## src/hdl/pfd_pkg.sv

```systemverilog
// Package for the filtered-derivative PID core: widths, register indexes,
// the shared configuration and term-stage structs, and the saturation helper.
// No dependencies.
package pfd_pkg;

  localparam int unsigned MEAS_W     = 16;  // unsigned Q8.8 sample
  localparam int unsigned ERR_W      = 17;  // signed Q9.8 error
  localparam int unsigned ACC_W      = 32;  // gains, terms, limits, output
  localparam int unsigned POLE_W     = 18;  // derivative pole, 16 fraction bits
  localparam int unsigned POLE_FRAC  = 16;
  localparam int unsigned ERR_SHIFT  = 8;   // drop the error's fraction bits
  localparam int unsigned WIDE_W     = 50;  // widest product or sum before saturation
  localparam int unsigned CFG_IDX_W  = 3;
  localparam int unsigned CFG_DATA_W = 32;

  typedef enum logic [CFG_IDX_W-1:0] {
    CFG_SETPOINT   = 3'd0,
    CFG_PROP_GAIN  = 3'd1,
    CFG_INT_GAIN   = 3'd2,
    CFG_DERIV_GAIN = 3'd3,
    CFG_DERIV_POLE = 3'd4,
    CFG_OUT_MAX    = 3'd5,
    CFG_OUT_MIN    = 3'd6
  } cfg_idx_e;

  typedef struct packed {
    logic        [MEAS_W-1:0] setpoint;
    logic signed [ACC_W-1:0]  prop_gain;
    logic signed [ACC_W-1:0]  int_gain;
    logic signed [ACC_W-1:0]  deriv_gain;
    logic signed [POLE_W-1:0] deriv_pole;
    logic signed [ACC_W-1:0]  out_max;
    logic signed [ACC_W-1:0]  out_min;
  } cfg_t;

  // Term stage: products that do not depend on the integrator or the filter.
  typedef struct packed {
    logic                    valid;
    logic                    restart;
    logic signed [ACC_W-1:0] p;
    logic signed [ACC_W-1:0] iterm;
    logic signed [ACC_W-1:0] dterm;
  } term_t;

  // Clamp a wide signed value into the signed 32-bit range.
  function automatic logic signed [ACC_W-1:0] sat_acc(input logic signed [WIDE_W-1:0] v);
    logic signed [WIDE_W-1:0] acc_hi;
    logic signed [WIDE_W-1:0] acc_lo;
    acc_hi = {{(WIDE_W-ACC_W+1){1'b0}}, {(ACC_W-1){1'b1}}};
    acc_lo = {{(WIDE_W-ACC_W+1){1'b1}}, {(ACC_W-1){1'b0}}};
    if (v > acc_hi) begin
      return acc_hi[ACC_W-1:0];
    end else if (v < acc_lo) begin
      return acc_lo[ACC_W-1:0];
    end else begin
      return v[ACC_W-1:0];
    end
  endfunction

endpackage

```

## src/hdl/pfd_cfg_regs.sv

```systemverilog
// Configuration register file of the filtered-derivative PID core.
// Depends on pfd_pkg.
module pfd_cfg_regs #(
  parameter int unsigned FRACTION_BITS = 16
) (
  input  logic                             clk_i,
  input  logic                             rst_ni,
  input  logic                             cfg_we_i,
  input  logic [pfd_pkg::CFG_IDX_W-1:0]    cfg_idx_i,
  input  logic [pfd_pkg::CFG_DATA_W-1:0]   cfg_data_i,
  output pfd_pkg::cfg_t                    cfg_o
);

  // Default limits are +/-40.0 in the output format.
  localparam logic signed [pfd_pkg::ACC_W-1:0] OutMaxRst =
    pfd_pkg::ACC_W'(64'sd40 <<< FRACTION_BITS);
  localparam logic signed [pfd_pkg::ACC_W-1:0] OutMinRst = -OutMaxRst;

  localparam pfd_pkg::cfg_t CfgRst = '{
    setpoint:   '0,
    prop_gain:  '0,
    int_gain:   '0,
    deriv_gain: '0,
    deriv_pole: '0,
    out_max:    OutMaxRst,
    out_min:    OutMinRst
  };

  pfd_pkg::cfg_t cfg_q, cfg_d;

  always_comb begin
    cfg_d = cfg_q;
    if (cfg_we_i) begin
      unique case (cfg_idx_i)
        pfd_pkg::CFG_SETPOINT:   cfg_d.setpoint   = cfg_data_i[pfd_pkg::MEAS_W-1:0];
        pfd_pkg::CFG_PROP_GAIN:  cfg_d.prop_gain  = cfg_data_i[pfd_pkg::ACC_W-1:0];
        pfd_pkg::CFG_INT_GAIN:   cfg_d.int_gain   = cfg_data_i[pfd_pkg::ACC_W-1:0];
        pfd_pkg::CFG_DERIV_GAIN: cfg_d.deriv_gain = cfg_data_i[pfd_pkg::ACC_W-1:0];
        pfd_pkg::CFG_DERIV_POLE: cfg_d.deriv_pole = cfg_data_i[pfd_pkg::POLE_W-1:0];
        pfd_pkg::CFG_OUT_MAX:    cfg_d.out_max    = cfg_data_i[pfd_pkg::ACC_W-1:0];
        pfd_pkg::CFG_OUT_MIN:    cfg_d.out_min    = cfg_data_i[pfd_pkg::ACC_W-1:0];
        default: ;  // drop writes past the register list
      endcase
    end
  end

  always_ff @(posedge clk_i or negedge rst_ni) begin
    if (!rst_ni) begin
      cfg_q <= CfgRst;
    end else begin
      cfg_q <= cfg_d;
    end
  end

  assign cfg_o = cfg_q;

endmodule

```

## config.mk

```make
export PLATFORM = sky130hd
export DESIGN_NAME = pfd_cfg_regs
export DESIGN_NICKNAME = d
export VERILOG_FILES = /design/src/hdl/pfd_pkg.sv /design/src/hdl/pfd_cfg_regs.sv
export SDC_FILE = /design/constraint.sdc
export NUM_CORES = 1
export LEC_CHECK = 0
export BUFFER_PORTS_ARGS = -buffer_cell sky130_fd_sc_hd__buf_2
export CORE_UTILIZATION = 45
export DETAILED_ROUTE_END_ITERATION = 12
export GPL_TIMING_DRIVEN = 0
export PLACE_DENSITY = 0.72
export REMOVE_ABC_BUFFERS = 1
export SLEW_MARGIN = 20
export SYNTH_ARGS = -nofsm -noshare
export SYNTH_HDL_FRONTEND = slang
export SYNTH_SLANG_ARGS = --single-unit
```

## constraint.sdc

```tcl
create_clock -name clk_i -period 1.35 [get_ports clk_i]
set_input_delay 0.0675 -clock clk_i [delete_from_list [all_inputs] [get_ports clk_i]]
set_output_delay 0.0675 -clock clk_i [all_outputs]
set_load 0.05 [all_outputs]
```

Yosys cells after proc, flatten, opt, wreduce, memory -nomap -nowiden. Cells that the tools add are included.

Equality and inequality tests: 6. Reduce and logical (&&, ||, !) cells: 8.

Operators by type and width (count): AND reduction 2 bit (7); equality test 3 bit, second input constant (3); equality test 3 x 2 -> 1 bit, second input constant (2); equality test 3 x 1 -> 1 bit, second input constant (1); zero test 3 bit (1).

Register bits after elaboration: 194. Logic and storage cells: 21.

Depth between registers and ports, before layout. Gate-level depths: netlist of run 1.

Depth in word-level cells: 2. Gate-level depth with buffers: 5. Depth with buffers taken out: 2.

Least setup slack after synthesis of run 1. Ideal clock, no wire load.

Path kind: input -> register. Start: input cfg_idx_i[1] in the netlist's numbering. End: register cfg_q (netlist bit cfg_o[178]). Library setup time: 0.125 ns. Data arrival time: 1.164 ns. Data required time: 1.225 ns. Path slack: 0.061 ns. Cell stages on the path: 4. Buffers on the path: 2. Cell sequence: buf_4 > nor4b_4 > buf_6 > mux2_4.

Longest elaborated chain between the ends: 2.

Ends and longest elaborated chain: start: declaration (line pfd_cfg_regs.sv:9) `input logic [pfd_pkg::CFG_IDX_W-1:0] cfg_idx_i,`; zero test 3 bit (line pfd_cfg_regs.sv:34) `unique case (cfg_idx_i)`; AND reduction 2 bit (no line); end signal: assignment (line pfd_cfg_regs.sv:49) `cfg_q <= CfgRst;`; end signal: assignment (line pfd_cfg_regs.sv:51) `cfg_q <= cfg_d;`; end: declaration (line pfd_cfg_regs.sv:29) `pfd_pkg::cfg_t cfg_q, cfg_d;`.

Every way passes these cells. A chain may end at the register's enable or synchronous reset.

Final worst setup path of run 1.
Start: register cfg_q (netlist bit cfg_o[28]). End: output cfg_o[28] in the netlist's numbering.

RTL lines: end: declaration (line pfd_cfg_regs.sv:11) `output pfd_pkg::cfg_t cfg_o`.

No word-level cell between the ends.

==> results of run 1 <==
==> path summary, 6_finish.rpt <==
kind,from,endpoint,slack (ps),depth (start not counted)
worst max-delay path,cfg_o[28],cfg_o[28],60,1
worst min-delay path,cfg_we_i,cfg_o[178],180,3
worst max register to register,cfg_o[118],cfg_o[118],550,1
worst min register to register,cfg_o[80],cfg_o[80],480,1
max in group asynchronous,rst_ni,cfg_o[53],180,3
min in group asynchronous,rst_ni,cfg_o[84],230,2
==> through the flow <==
| stage | power, mW | cells | cell area, sq um | TNS, ps | util |
|---|---|---|---|---|---|
| 2_1_floorplan | 13.68 | 395 | 7174 | -219870 | - |
| 6_report | 20.27 | 935 | 9813 | 0 | 0.6178 |
| 5_1_grt | 21.08 | 935 | 9813 | 0 | 0.6178 |
| 3_5_place_dp | 15.73 | 862 | 8890 | -60520 | 0.5596 |
| 3_3_place_gp | 15.51 | 842 | 8601 | -1081000 | 0.5414 |
| 4_1_cts | 20.45 | 935 | 9813 | 0 | 0.6178 |
==> per-layer routing <==
metal | wire [um] | track usage
met1 | 7021 | 0.2445
met2 | 8819 | 0.3762
met3 | 1007 | 0.05822
met4 | 269 | 0.07319
met5 | 9 | 0
==> layout by cell type (no fill, tap or decap) <==
| master | synthesis | routed |
|---|---|---|
| mux2_2 | 174 | 174 |
| dfstp_2 | 14 | 14 |
| clkbuf_1 | 0 | 6 |
| nor4bb_4 | 0 | 3 |
| dfrtp_1 | 180 | 180 |
| mux2_4 | 10 | 10 |
| buf_4 | 8 | 14 |
| nand4b_1 | 3 | 3 |
| clkbuf_16 | 0 | 17 |
| mux2_1 | 10 | 10 |
| bufinv_16 | 0 | 1 |
| buf_16 | 0 | 1 |
| buf_8 | 0 | 5 |
| clkinv_2 | 0 | 2 |
| dlygate4sd3_1 | 0 | 33 |
| buf_6 | 3 | 9 |
| buf_2 | 13 | 230 |
| nor4b_4 | 1 | 1 |
| clkinvlp_4 | 0 | 6 |
==> cells in the mapped netlist <==
cell / count
nor4bb_1: 3
buf_6: 3
mux2_1: 10
buf_4: 8
dfrtp_1: 180
dfstp_2: 14
nand4b_1: 3
buf_2: 13
nor4b_4: 1
mux2_4: 10
mux2_2: 174
==> kinds of logic after synthesis <==
family | synth area share
multiplexers | 0.3030
buffers and inverters | 0.02167
AND/OR/NAND/NOR | 0.01092
flip-flops | 0.6644
==> power by group <==
group	switching (mW)	total, mW	leakage [nW]	internal [mW]
logic	5.87	7.88	2.15	2.01
clock network	2.07	4.60	0.239	2.54
registers	0.632	7.79	2.31	7.16
==> layout make-up <==
cell class,instances,area [sq um]
repair buffers,292,1790
multi-input cells,201,2347
well taps,216,270.3
clock buffers,23,447.9
flip-flops and latches,194,4872
fillers,1215,6072
clock inverters,9,85.08
==> timing repair <==
action	4_1_cts	5_1_grt
endpoints found under the setup margin	61	0
setup buffers	8	0
hold buffers	33	0
endpoints found under the hold margin	277	0
==> results.json, run 1 <==
{
  "insertedDiodeCount": 0,
  "status": "complete, no violations",
  "crit_arrival_ps": 1220,
  "finalCritPeriodShare": 0.9542,
  "crit_family": "flip-flops",
  "ys_types": 11,
  "synth_area_per_cell_sq_um": 17.50,
  "final-setup-viol-count": 0,
  "vias_per_cell": 4.872,
  "cp_num_buf_inv": 1,
  "ant_nets": 0,
  "cts_tree": "built",
  "syn_area_sq_um": 7333,
  "clockBufferDepth": 2,
  "p_leak_nw": 4.699,
  "yosys_register_bits": 194,
  "power.density_nw_per_um2": 2066,
  "yosysTopAreaCellShare": 0.6142,
  "wl_um": 17130,
  "crit_type": "register to output port",
  "first_global_vias": 4867,
  "die_area_sq_um": 16810,
  "max-cap-violations": 0,
  "drc": 0,
  "die_w_um": 129.7,
  "period_needed_ps": 1288,
  "numCtsBuffers": 17,
  "cp_data_required_time_ps": 1280,
  "drtIter0Drc": 160,
  "grt_max_degree": 107,
  "drv_slew": 0,
  "coreArea_sq_um": 15890,
  "grt_pass1_wl_um": 26540,
  "largest_register_ffs": 194,
  "place.gp.congestion": 0.7181,
  "start_util": 0.4616,
  "setup_ws_ps": 61.80,
  "rows": 46,
  "cp-start-kind": "register",
  "grt-ovfl-total": 0,
  "finClkSkew_ps": 0,
  "yosysTopAreaCell": "dfrtp_1",
  "peakVddDrop_mv": 1.198,
  "cp-end-kind": "output port",
  "holdWs_ps": 178.1,
  "gr-usage-all-layers": 0.2114,
  "path_clk_slew_ps": 70,
  "synth_cells": 419,
  "clock.fmax_ghz": 0.7763,
  "num_vias": 4555,
  "synth.area.top_cells": "dfrtp_1, mux2_2, dfstp_2, mux2_4, mux2_1",
  "maxSlewHeadroom": 0.5465,
  "htreeDepth": 4,
  "hold_class": "input pin to register",
  "antenna_found_initial": 1,
  "dp_slack_ps": -627.2,
  "ios": 232,
  "hold_viol_final": 0,
  "die_h_um": 129.7,
  "drive_above_1_share": 0.6773,
  "wl_per_cell_um": 18.32,
  "slowest_delay_ps": 540,
  "yosysSeqAreaShare": 0.6644,
  "worst-slew-pin-transition_ps": 680.2,
  "cpMaxStageDelayCell": "dfstp_2",
  "yosysWarnings": 0,
  "rsz0062_at_grt": "no",
  "dp_hpwl_um": 12220,
  "portBuffers": 231,
  "cts_resized": 0,
  "areaGrowthSynthToFinish_pct": 33.82,
  "cts_sinks": 194,
  "drt_pass1_iterations": 4,
  "crit_path_cell_trace": "buf_2",
  "clk_latency_ps": 410,
  "cts_root_buf": "clkbuf_16",
  "path_max_fanout": 2,
  "nNetsFinal": 744
}
No activity file was read; power rests on OpenSTA's default activity.
==> inputs of run 2 (changes only) <==
CORE_UTILIZATION = 55   (was 45)
GPL_TIMING_DRIVEN = 1   (was 0)
PLACE_DENSITY = 0.85   (was 0.72)
==> run 2 against run 1 <==
First-iteration DRC count increased by 39%. Clock-buffer cell count decreased by 3. Flip-flop and latch count unchanged. Critical path depth unchanged. Critical endpoint is now cfg_o[19]. Highest routed layer is now met4. Worst hold slack got worse by 150 ps.
==> results.json, run 2 (synthesis gave the netlist of run 1 again) <==
{
  "fill_cells": 765,
  "cts_root_buf": "clkbuf_16",
  "drive_above_1_share": 0.6826,
  "num_vias": 4754,
  "r2r_slack_ps": 500,
  "rr_worst_depth": 1,
  "drc": 0,
  "slowest_delay_ps": 540,
  "hp-start": "cfg_data_i[14]",
  "areaGrowthSynthToFinish_pct": 33.92,
  "hold-path-endpoint": "cfg_o[46]",
  "holdWs_ps": 23.94,
  "dp_hpwl_um": 11980,
  "clk_latency_ps": 430,
  "drv_slew": 0,
  "crit_path_cell_trace": "buf_2",
  "finClkSkew_ps": 0,
  "clockBufferDepth": 2,
  "fin_cells": 884,
  "htreeDepth": 4,
  "final_cell_mix": "buf_2, dfrtp_1, mux2_2",
  "final-setup-viol-count": 0,
  "ios": 232,
  "grt_max_degree": 45,
  "p_int_mw": 12.33,
  "hold_viol_final": 0,
  "die_area_sq_um": 13800,
  "status": "complete, no violations",
  "rows": 41,
  "cp-end-kind": "output port",
  "sw_frac_of_total": 0.4157,
  "max-cap-violations": 0,
  "path_max_fanout": 2,
  "p_leak_nw": 4.727,
  "timing.rr.end": "cfg_o[128]",
  "p_switching_mw": 8.774,
  "path_clk_slew_ps": 70,
  "cp-start-kind": "register",
  "cts_resized": 0,
  "start_util": 0.5718,
  "final_common_cell": "buf_2",
  "largest_register_ffs": 194,
  "cp_data_required_time_ps": 1280,
  "first_global_vias": 5138,
  "peakVddDrop_mv": 1.200,
  "numCtsBuffers": 17,
  "maxSlewHeadroom": 0.6908,
  "crit_family": "flip-flops",
  "worstHoldPathCells": 2,
  "cts_sinks": 194,
  "finalCritPeriodShare": 0.9556,
  "power.density_nw_per_um2": 2149,
  "hold_class": "input pin to register",
  "cpMaxStageDelayCell": "dfstp_2",
  "crit_type": "register to output port",
  "wl_um": 18090,
  "ant_nets": 0,
  "pwr-share-clk": 0.251,
  "setup_tns_ps": 0,
  "clock.fmax_ghz": 0.7751,
  "drtIter0Drc": 222,
  "die_h_um": 117.5,
  "pwr-share-seq": 0.373,
  "antenna_found_initial": 0,
  "gr-usage-all-layers": 0.2797,
  "place.gp.congestion": 0.8012,
  "coreArea_sq_um": 12820,
  "period_needed_ps": 1290,
  "nNetsFinal": 737,
  "cp_num_buf_inv": 1,
  "pwr-share-comb": 0.377,
  "crit_arrival_ps": 1220,
  "wl_per_cell_um": 20.46,
  "drt_pass1_iterations": 4,
  "worst-slew-pin-transition_ps": 463.7,
  "vias_per_cell": 5.378,
  "dp.cells": 821,
  "cts_setup_buffers": 0,
  "die_w_um": 117.5,
  "r2r-start": "cfg_o[128]",
  "insertedDiodeCount": 0,
  "rsz0062_at_grt": "no",
  "grt-ovfl-total": 0,
  "portBuffers": 231,
  "grt_pass1_wl_um": 28950,
  "cts_tree": "built"
}
run 2: area by class of cell:
| cell class | count | area [sq um] | area share |
|---|---|---|---|
| multi-input cells | 201 | 2347 | 0.2390 |
| repair buffers | 285 | 1758 | 0.1790 |
| clock inverters | 12 | 181.4 | 0.01847 |
| well taps | 172 | 215.2 | 0.02191 |
| flip-flops and latches | 194 | 4872 | 0.4961 |
| clock buffers | 20 | 446.7 | 0.04548 |
run 2: how the worst max path moves through the flow:
stage                       startpoint          to  slack, ps  cells after the start
after floorplan           cfg_idx_i[2]  cfg_o[114]      -2490                      2
after global placement    cfg_idx_i[0]  cfg_o[135]         30                      4
after detailed placement  cfg_idx_i[1]  cfg_o[172]        -20                      4
after CTS                    cfg_o[26]   cfg_o[26]         50                      1
after global routing         cfg_o[25]   cfg_o[25]         30                      1
final                        cfg_o[19]   cfg_o[19]         60                      1
run 2: per-layer routing:
metal / vias to the layer above / track usage / routed length [um]
met5: - / 0 / 0
met4: 0 / 0.1218 / 543
met3: 42 / 0.07364 / 1106
met2: 223 / 0.4686 / 9128
met1: 2432 / 0.3428 / 7310
li1: 2057 / - / -
run 2: through the flow:
stage	setup slack [ps]	power, mW	area [sq um]	utilization
final	59.90	21.11	9821	0.7658
after detailed placement	-18.67	15.80	8882	0.6926
after global routing	25.77	21.84	9821	0.7658
after global placement	26.16	15.56	8882	0.6926
after CTS	45.09	21.17	9821	0.7658
after floorplan	-2494	13.68	7174	-
run 2: power by group through the flow:
stage | sequential [mW] | clock [mW] | combinational [mW]
2_1_floorplan | 12.5 | 0 | 1.22
3_3_place_gp | 7.82 | 0 | 7.74
3_5_place_dp | 7.92 | 0 | 7.88
4_1_cts | 7.84 | 5.35 | 7.98
5_1_grt | 8.00 | 5.62 | 8.21
6_report | 7.86 | 5.29 | 7.95
run 2: timing repair:
item / CTS / global route
endpoints found under the hold margin: 336 / 0
hold buffers: 31 / 0
setup endpoints to repair: 0 / 0
