`config.mk`:
```
export PLATFORM = sky130hd
export DESIGN_NAME = pfd_update
export DESIGN_NICKNAME = d
export VERILOG_FILES = /design/src/hdl/pfd_pkg.sv /design/src/hdl/pfd_update.sv
export SDC_FILE = /design/constraint.sdc
export NUM_CORES = 2
export LEC_CHECK = 0
export BUFFER_PORTS_ARGS = -buffer_cell sky130_fd_sc_hd__buf_2
export CORE_ASPECT_RATIO = 1.25
export CORE_UTILIZATION = 65
export DETAILED_ROUTE_END_ITERATION = 12
export PLACE_DENSITY = 0.86
export SETUP_SLACK_MARGIN = 0.1
export SYNTH_ARGS = -nofsm -noshare
export SYNTH_HDL_FRONTEND = slang
export SYNTH_SLANG_ARGS = --single-unit
```
`constraint.sdc`:
```
create_clock -name clk_i -period 59 [get_ports clk_i]
set_input_delay 8.85 -clock clk_i [delete_from_list [all_inputs] [get_ports clk_i]]
set_output_delay 8.85 -clock clk_i [all_outputs]
set_load 0.1 [all_outputs]
```
`src/hdl/pfd_pkg.sv`:
```
// Package for the filtered-derivative PID core: widths, register indexes,
// the shared configuration and term-stage structs, and the saturation helper.
// No dependencies.
package pfd_pkg;

  localparam int unsigned MEAS_W     = 16;  // unsigned Q8.8 sample
  localparam int unsigned ERR_W      = 17;  // signed Q9.8 error
  localparam int unsigned ACC_W      = 32;  // gains, terms, limits, output
  localparam int unsigned POLE_W     = 18;  // derivative pole, 16 fraction bits
  localparam int unsigned POLE_FRAC  = 16;
  localparam int unsigned ERR_SHIFT  = 8;   // drop the error's fraction bits
  localparam int unsigned WIDE_W     = 50;  // widest product or sum before saturation
  localparam int unsigned CFG_IDX_W  = 3;
  localparam int unsigned CFG_DATA_W = 32;

  typedef enum logic [CFG_IDX_W-1:0] {
    CFG_SETPOINT   = 3'd0,
    CFG_PROP_GAIN  = 3'd1,
    CFG_INT_GAIN   = 3'd2,
    CFG_DERIV_GAIN = 3'd3,
    CFG_DERIV_POLE = 3'd4,
    CFG_OUT_MAX    = 3'd5,
    CFG_OUT_MIN    = 3'd6
  } cfg_idx_e;

  typedef struct packed {
    logic        [MEAS_W-1:0] setpoint;
    logic signed [ACC_W-1:0]  prop_gain;
    logic signed [ACC_W-1:0]  int_gain;
    logic signed [ACC_W-1:0]  deriv_gain;
    logic signed [POLE_W-1:0] deriv_pole;
    logic signed [ACC_W-1:0]  out_max;
    logic signed [ACC_W-1:0]  out_min;
  } cfg_t;

  // Term stage: products that do not depend on the integrator or the filter.
  typedef struct packed {
    logic                    valid;
    logic                    restart;
    logic signed [ACC_W-1:0] p;
    logic signed [ACC_W-1:0] iterm;
    logic signed [ACC_W-1:0] dterm;
  } term_t;

  // Clamp a wide signed value into the signed 32-bit range.
  function automatic logic signed [ACC_W-1:0] sat_acc(input logic signed [WIDE_W-1:0] v);
    logic signed [WIDE_W-1:0] acc_hi;
    logic signed [WIDE_W-1:0] acc_lo;
    acc_hi = {{(WIDE_W-ACC_W+1){1'b0}}, {(ACC_W-1){1'b1}}};
    acc_lo = {{(WIDE_W-ACC_W+1){1'b1}}, {(ACC_W-1){1'b0}}};
    if (v > acc_hi) begin
      return acc_hi[ACC_W-1:0];
    end else if (v < acc_lo) begin
      return acc_lo[ACC_W-1:0];
    end else begin
      return v[ACC_W-1:0];
    end
  endfunction

endpackage

```
`src/hdl/pfd_update.sv`:
```
// Recurrence stage: filtered derivative, clamped integrator and the result
// register. Depends on pfd_pkg.
module pfd_update (
  input  logic                          clk_i,
  input  logic                          rst_ni,
  input  pfd_pkg::cfg_t                 cfg_i,
  input  pfd_pkg::term_t                term_i,
  output logic                          term_ready_o,
  output logic                          out_valid_o,
  input  logic                          out_ready_i,
  output logic signed [pfd_pkg::ACC_W-1:0] control_o,
  output logic                          clamped_o
);

  logic                             out_v_q;
  logic signed [pfd_pkg::ACC_W-1:0] integ_q, integ_d;
  logic signed [pfd_pkg::ACC_W-1:0] fd_q, fd_d;
  logic signed [pfd_pkg::ACC_W-1:0] ctrl_q, ctrl_d;
  logic                             clamp_q, clamp_d;

  logic out_free, adv;
  logic signed [pfd_pkg::ACC_W-1:0]  integ_base, fd_base, d_pole, integ_raw, hi, lo;
  logic signed [pfd_pkg::WIDE_W-1:0] pole_prod;

  assign out_free     = !out_v_q || out_ready_i;
  assign adv          = term_i.valid && out_free;
  assign term_ready_o = out_free;

  // Restart clears the state before this step uses it.
  assign integ_base = term_i.restart ? '0 : integ_q;
  assign fd_base    = term_i.restart ? '0 : fd_q;

  assign pole_prod = pfd_pkg::WIDE_W'(cfg_i.deriv_pole) * pfd_pkg::WIDE_W'(fd_base);
  assign d_pole    = pfd_pkg::sat_acc(pole_prod >>> pfd_pkg::POLE_FRAC);
  assign fd_d      = pfd_pkg::sat_acc(pfd_pkg::WIDE_W'(term_i.dterm)
                                      + pfd_pkg::WIDE_W'(d_pole));
  assign integ_raw = pfd_pkg::sat_acc(pfd_pkg::WIDE_W'(integ_base)
                                      + pfd_pkg::WIDE_W'(term_i.iterm));
  assign hi = pfd_pkg::sat_acc(pfd_pkg::WIDE_W'(cfg_i.out_max) - pfd_pkg::WIDE_W'(term_i.p)
                               - pfd_pkg::WIDE_W'(fd_d));
  assign lo = pfd_pkg::sat_acc(pfd_pkg::WIDE_W'(cfg_i.out_min) - pfd_pkg::WIDE_W'(term_i.p)
                               - pfd_pkg::WIDE_W'(fd_d));

  // Upper bound first, lower bound last so it wins when the limits cross.
  always_comb begin
    integ_d = integ_raw;
    clamp_d = 1'b0;
    if (integ_d > hi) begin
      integ_d = hi;
      clamp_d = 1'b1;
    end
    if (integ_d < lo) begin
      integ_d = lo;
      clamp_d = 1'b1;
    end
    ctrl_d = pfd_pkg::sat_acc(pfd_pkg::WIDE_W'(term_i.p) + pfd_pkg::WIDE_W'(integ_d)
                              + pfd_pkg::WIDE_W'(fd_d));
  end

  always_ff @(posedge clk_i or negedge rst_ni) begin
    if (!rst_ni) begin
      out_v_q <= 1'b0;
      integ_q <= '0;
      fd_q    <= '0;
    end else begin
      if (out_free) begin
        out_v_q <= term_i.valid;
      end
      if (adv) begin
        integ_q <= integ_d;
        fd_q    <= fd_d;
      end
    end
  end

  always_ff @(posedge clk_i) begin
    if (adv) begin
      ctrl_q  <= ctrl_d;
      clamp_q <= clamp_d;
    end
  end

  assign out_valid_o = out_v_q;
  assign control_o   = ctrl_q;
  assign clamped_o   = clamp_q;

`ifndef NO_ASSERTIONS
  // A restart step with no derivative drive leaves the filter at zero.
  a_restart_clears_filter: assert property (@(posedge clk_i) disable iff (!rst_ni)
    (adv && term_i.restart && (term_i.dterm == '0)) |=> (fd_q == '0))
    else $error("filter state not cleared by restart");
`endif

endmodule

```
# After elaboration in Yosys (flattened, before gate mapping)
# Index checks and enable logic that the tools add are counted.
# classes
add_sub_neg	8
multipliers	1
order_cmp	14
muxes	16
reduce_logical	3
# op_table
cell	count
two-way mux 32 bit	15
greater-than comparator 34 x 32 -> 1 bit, second input constant	4
less-than comparator 34 x 32 -> 1 bit, second input constant	4
adder 32 x 32 -> 33 bit	3
subtractor 33 x 32 -> 34 bit	2
greater-than comparator 33 x 32 -> 1 bit, second input constant	2
less-than comparator 33 x 32 -> 1 bit, second input constant	2
subtractor 32 x 32 -> 33 bit	2
multiplier 18 x 32 -> 50 bit	1
adder 33 x 32 -> 34 bit	1
greater-than comparator 32 bit	1
less-than comparator 32 bit	1
logical AND 1 bit	1
logical NOT 1 bit	1
logical OR 1 bit	1
two-way mux 1 bit	1
# word_totals
ff_bits	98
inputBits	295
output_inout_bits	35
elab_cells	47

# Depth between registers and ports, before layout
# logic_depth
ltp_word	21
mapped_depth	98
depth_no_buf	87

# Worst setup path before layout
# Ideal clock, no wire load.
# synth_path
path_type	input to register
from	in term_i[96] in the netlist's numbering
to	reg ctrl_q, in the netlist control_o[10] (data pin)
setup_ns	0.270
arrival_time_ns	29.526
t_required_ns	58.730
slack_ns	29.204
cell_stages	90
n_path_buf	12
path_cell_list	clkbuf_1 > buf_1 > clkbuf_1 > nor2b_1 > clkbuf_1 > nand2_1 > fa_1 > fa_1 > fa_1 > inv_1 > fa_1 > fa_1 > inv_1 > fa_1 > inv_1 > ha_1 > a21oi_1 > a21boi_0 > [54 not listed] > and4b_1 > a211oi_4 > mux2_2 > fa_1 > ha_1 > fa_1 > a21o_1 > a21oi_1 > o21bai_1 > a21oi_1 > a211oi_1 > o2111a_1 > o211ai_1 > and2_1 > xnor2_1 > a311o_1 > clkbuf_1 > o21ai_0
# synth_between
elab_chain_cells	21
word_cells_on_any_way	36
cone_classes	add/sub (6); mul (1); order compare (14); mux (15)
# synth_rtl
item	line_no	source
from (decl)	pfd_update.sv:7	input pfd_pkg::term_t term_i,
two-way mux 32 bit	pfd_update.sv:31	assign fd_base = term_i.restart ? '0 : fd_q;
multiplier 18 x 32 -> 50 bit	pfd_update.sv:33	assign pole_prod = pfd_pkg::WIDE_W'(cfg_i.deriv_pole) * pfd_pkg::WIDE_W'(fd_base);
less-than comparator 34 x 32 -> 1 bit	pfd_pkg.sv:53	end else if (v < acc_lo) begin
two-way mux 32 bit	pfd_pkg.sv:53	
two-way mux 32 bit	pfd_pkg.sv:51	if (v > acc_hi) begin
adder 32 x 32 -> 33 bit	pfd_update.sv:36	+ pfd_pkg::WIDE_W'(d_pole));
less-than comparator 33 x 32 -> 1 bit	pfd_pkg.sv:53	
two-way mux 32 bit	pfd_pkg.sv:53	
[6 not listed]	-	
two-way mux 32 bit	pfd_update.sv:48	if (integ_d > hi) begin
less-than comparator 32 bit	pfd_update.sv:52	if (integ_d < lo) begin
two-way mux 32 bit (*)	pfd_update.sv:52	
net integ_d (one bit)	pfd_update.sv:16	logic signed [pfd_pkg::ACC_W-1:0] integ_q, integ_d;
adder 32 x 32 -> 33 bit (*)	pfd_update.sv:56	ctrl_d = pfd_pkg::sat_acc(pfd_pkg::WIDE_W'(term_i.p) + pfd_pkg::WIDE_W'(integ_d)
adder 33 x 32 -> 34 bit (*)	pfd_update.sv:57	+ pfd_pkg::WIDE_W'(fd_d));
less-than comparator 34 x 32 -> 1 bit	pfd_pkg.sv:53	
two-way mux 32 bit	pfd_pkg.sv:53	
to (signal assigned)	pfd_update.sv:78	ctrl_q <= ctrl_d;
to (decl)	pfd_update.sv:18	logic signed [pfd_pkg::ACC_W-1:0] ctrl_q, ctrl_d;
# The timed path passes the listed nets; every way through them passes the cells marked *.
# A chain may end at the register's enable or synchronous reset.

# Final worst setup path
# layout_path
from	in term_i[96] in the netlist's numbering
to	reg ctrl_q, in the netlist control_o[4] (data pin)
# layout_between
elab_chain_cells	21
word_cells_on_any_way	36
cone_classes	add/sub (6); mul (1); order compare (14); mux (15)
# layout_rtl
item	line_no
two-way mux 32 bit	pfd_update.sv:31
multiplier 18 x 32 -> 50 bit	pfd_update.sv:33
less-than comparator 34 x 32 -> 1 bit	pfd_pkg.sv:53
two-way mux 32 bit	pfd_pkg.sv:53
two-way mux 32 bit	pfd_pkg.sv:51
adder 32 x 32 -> 33 bit	pfd_update.sv:36
less-than comparator 33 x 32 -> 1 bit	pfd_pkg.sv:53
two-way mux 32 bit	pfd_pkg.sv:53
[5 not listed]	-
greater-than comparator 32 bit	pfd_update.sv:48
two-way mux 32 bit	pfd_update.sv:48
less-than comparator 32 bit	pfd_update.sv:52
two-way mux 32 bit	pfd_update.sv:52
adder 32 x 32 -> 33 bit	pfd_update.sv:56
adder 33 x 32 -> 34 bit (*)	pfd_update.sv:57
less-than comparator 34 x 32 -> 1 bit	pfd_pkg.sv:53
two-way mux 32 bit	pfd_pkg.sv:53
# Mark *: on every way between the ends. The rest lies on a longest branch, timed or not.

==> impl_results.md <==
* Run status: complete, no violations
* Resized cells post-CTS at 0
* Net Count, Synth at 5801
* Initial Utilization at 0.6609
* Endpoint arrival time on the critical path at 36330 ps
* Post-CTS Setup Inserts at 0
* Largest net degree at the start of global routing at 66
* Reg2Reg Capture Point: control_o[4]$_SDFFCE_PN1P_
* Critical-path maximum fanout at 65
* Area share of the largest cell type after synthesis at 0.3436
* Via count of the first global-routing pass at 35090
* Number of max-cap violations at 0
* Slowest stage cell on the critical path: nor2b_2
* Area overhead of the layout relative to synthesis at 5.041%
* Slew at the pin closest to its max-slew limit at 1226 ps
* Iteration-0 DRC Markers at 2556
* Net count, final at 5887
* Reg-to-reg slack, setup at 31320 ps
* Register bit total from synthesis at 98
* Number of antenna violations at the first check in global routing at 5
* Setup repair after global routing missed its margin: false
* Critical path startpoint: term_i[96]
* Setup Total Neg Slack at 0 ps
* Final routed wire length divided by cell count at 22.25 um
* Syn_area_per_cell at 8.408 sq um
* Synth area leaders: fa_1 34%, ha_1 11%, inv_1 8.1%, nand2_1 5.6%, dfrtp_1 4.3%
* Total number of placement rows at 98
* Highest-count cells in the layout ignoring fill and taps: 820 x inv_1, 651 x fa_1, 568 x nand2_1, 344 x ha_1, 269 x a21oi_1
* Count of fill cells added during filler insertion at 4631
* Count of buffers from port buffering at 217
* Startpoint of the worst register-to-register path: fd_q[2]$_DFFE_PN0P_
* Final WS setup at 22750 ps
* Library cell used as clock root buffer: clkbuf_16
* Startpoint Class: input pin
* Data required time of the critical path at 59080 ps
* Aggregate global-route resource usage at 0.4151
* Die Footprint at 59320 sq um
* Post-synthesis cell count at 4511
* Vias after detailed routing at 32950
* Die height at 272.1 um
* Cts bufs inserted at 9
* CTS tree: yes
* Final Max Slew Viols at 0
* EDFF count, synth at 33
* Most prevalent standard cell on the critical path: fa_1
* CTS clock-pin slew for the worst setup and hold paths at 80 ps
* GRT Residual Overflow at 0
* Core outline area at 57390 sq um
* Number of setup violations in the final report at 0
* Pre-CTS WS at 23220 ps
* Sequential Area at 2618 sq um
* Post-synthesis cell type with the largest combined area: fa_1
* Final HPWL DP at 98020 um
* Warning count from the yosys run at 0
* Final clock period utilization by the worst path at 0.6144
* Grt met1 use at 0.4484
* Type of the worst setup path: input pin to flop
* Final Wtd Congestion at 1.054
* Worst hold-check path type: flop to flop
* Hold Slack at 477.8 ps
* Async S/R FF share, synth at 0.6633
* Clock Sink Count at 98
* Global-route met2 utilization at 0.7117
* Seq/Total Area, Yosys at 0.06902
* Final min period at 36250 ps
* Routed via count divided by cell count at 6.150
* Total count of hold-check failures in the final report at 0
* Worst setup endpoint: control_o[4]$_SDFFCE_PN1P_
* Remaining antenna violation count at 0
* CTS max path bufs at 2
* Count of cell types in the netlist at 90
* Horizontal extent of the die at 218.1 um
* GR peak layer: met2
* Global-route wire length before repair at 186100 um
* Peak clock frequency supported by timing at 27.58 MHz
* CP endpoint kind: flop
* Share of cells above drive strength 1 at 0.08018
* Total area of multi-input combinational cells at 31430 sq um
* Worst hold path stage count at 2
* Post-CTS Hold Buffers at 0
* Skew-Pair Late Insertion Delay at 390 ps
* Delay of the slowest cell on the worst path at 1030 ps
* Most used DFF post-synth: dfrtp_1
* Most frequent standard cell in the layout excluding fill and tap cells: inv_1
* I/O pin cnt at 330
* Post-synth design cell area at 37930 sq um
* GRT met3 Usage at 0.06175
* Remaining routing DRC violations at 0
* Max H-tree Level at 3
* Total wirelength of the detailed-routed design at 119200 um
* Drt pass-1 iters at 5
* Worst clock skew at 17.70 ps
* Worst r2r path cells at 80
* Worst relative slew slack at 0.1792
critical path, delay by kind of cell:
family	cells	cell delay, ps
buffers and inverters	9	1960
adder cells (fa/ha/maj)	15	6480
AO/OA/AOI/OAI	43	13620
multiplexers	3	1800
XOR/XNOR	1	260
AND/OR/NAND/NOR	11	3200
sequential cells by signal, summed over array words and instances, names as in the netlist:
name	flops
integ_q	32
control_o	32
out_valid_o	1
fd_q	32
clamped_o	1
synth_stat cells, drive strengths merged (8+ instances only):
cell type / instances
ha: 344
nor2: 158
xor2: 76
inv: 822
a221oi: 8
a21boi: 11
or3: 11
maj3: 9
nor3: 22
dfrtp: 65
xnor2: 104
clkbuf: 162
nand4: 37
a2111oi: 9
and2: 229
nor2b: 86
a31oi: 24
a211oi: 35
nand3: 39
o21a: 33
fa: 651
o211ai: 27
mux2: 8
and4: 9
buf: 29
a211o: 13
a21o: 114
mux2i: 43
o2111ai: 9
o21bai: 28
o21ai: 262
a21oi: 275
o31ai: 11
edfxtp: 33
nand2: 569
and3: 23
nand2b: 32
metal layers:
metal  vias to the layer above  part of all wire
li1                      14670                 -
met1                     16030              0.33
met4                         0              0.10
met3                       584             0.077
met2                      1666              0.49
met5                         -                 0
worst min-delay path by stage:
stage	slack, ps	startpoint	end
CTS	480	fd_q[4]$_DFFE_PN0P_	fd_q[4]$_DFFE_PN0P_
finish	480	fd_q[12]$_DFFE_PN0P_	fd_q[12]$_DFFE_PN0P_
floorplan	440	fd_q[10]$_DFFE_PN0P_	fd_q[10]$_DFFE_PN0P_
detailed placement	460	fd_q[4]$_DFFE_PN0P_	fd_q[4]$_DFFE_PN0P_
global route	500	fd_q[23]$_DFFE_PN0P_	fd_q[23]$_DFFE_PN0P_
global placement	450	fd_q[10]$_DFFE_PN0P_	fd_q[10]$_DFFE_PN0P_
area by class of cell:
| class | instances | area share |
|---|---|---|
| Tap cell | 750 | 0.02356 |
| Inverter | 822 | 0.07745 |
| Clock buffer | 10 | 0.005747 |
| Clock inverter | 6 | 0.001790 |
| Multi-Input combinational cell | 3400 | 0.7889 |
| Timing Repair Buffer | 266 | 0.03649 |
| Antenna cell | 5 | 0.0003141 |
| Sequential cell | 98 | 0.06570 |
per-stage QoR:
stage	area, sq um	util	instances
floorplan	37930	-	4511
global placement	39530	0.6888	5336
detailed placement	39530	0.6888	5336
CTS	39830	0.6940	5352
global route	39830	0.6940	5352
finish	39840	0.6942	5357
cells by family (layout without fill, tap and decap cells):
kind of cell	after synthesis	count (layout)	share of synthesized area
AND/OR/NAND/NOR	1245	1245	0.1571
buffers and inverters	1013	1104	0.1034
adder cells (fa/ha/maj)	1004	1004	0.4595
AO/OA/AOI/OAI	920	920	0.1556
XOR/XNOR	180	180	0.04157
flip-flops	98	98	0.06902
multiplexers	51	51	0.01382
other	0	5	0
Power is left out: the tool's default activity adds up to more than one toggle a clock period on the data nets, which glitch-free logic cannot reach.
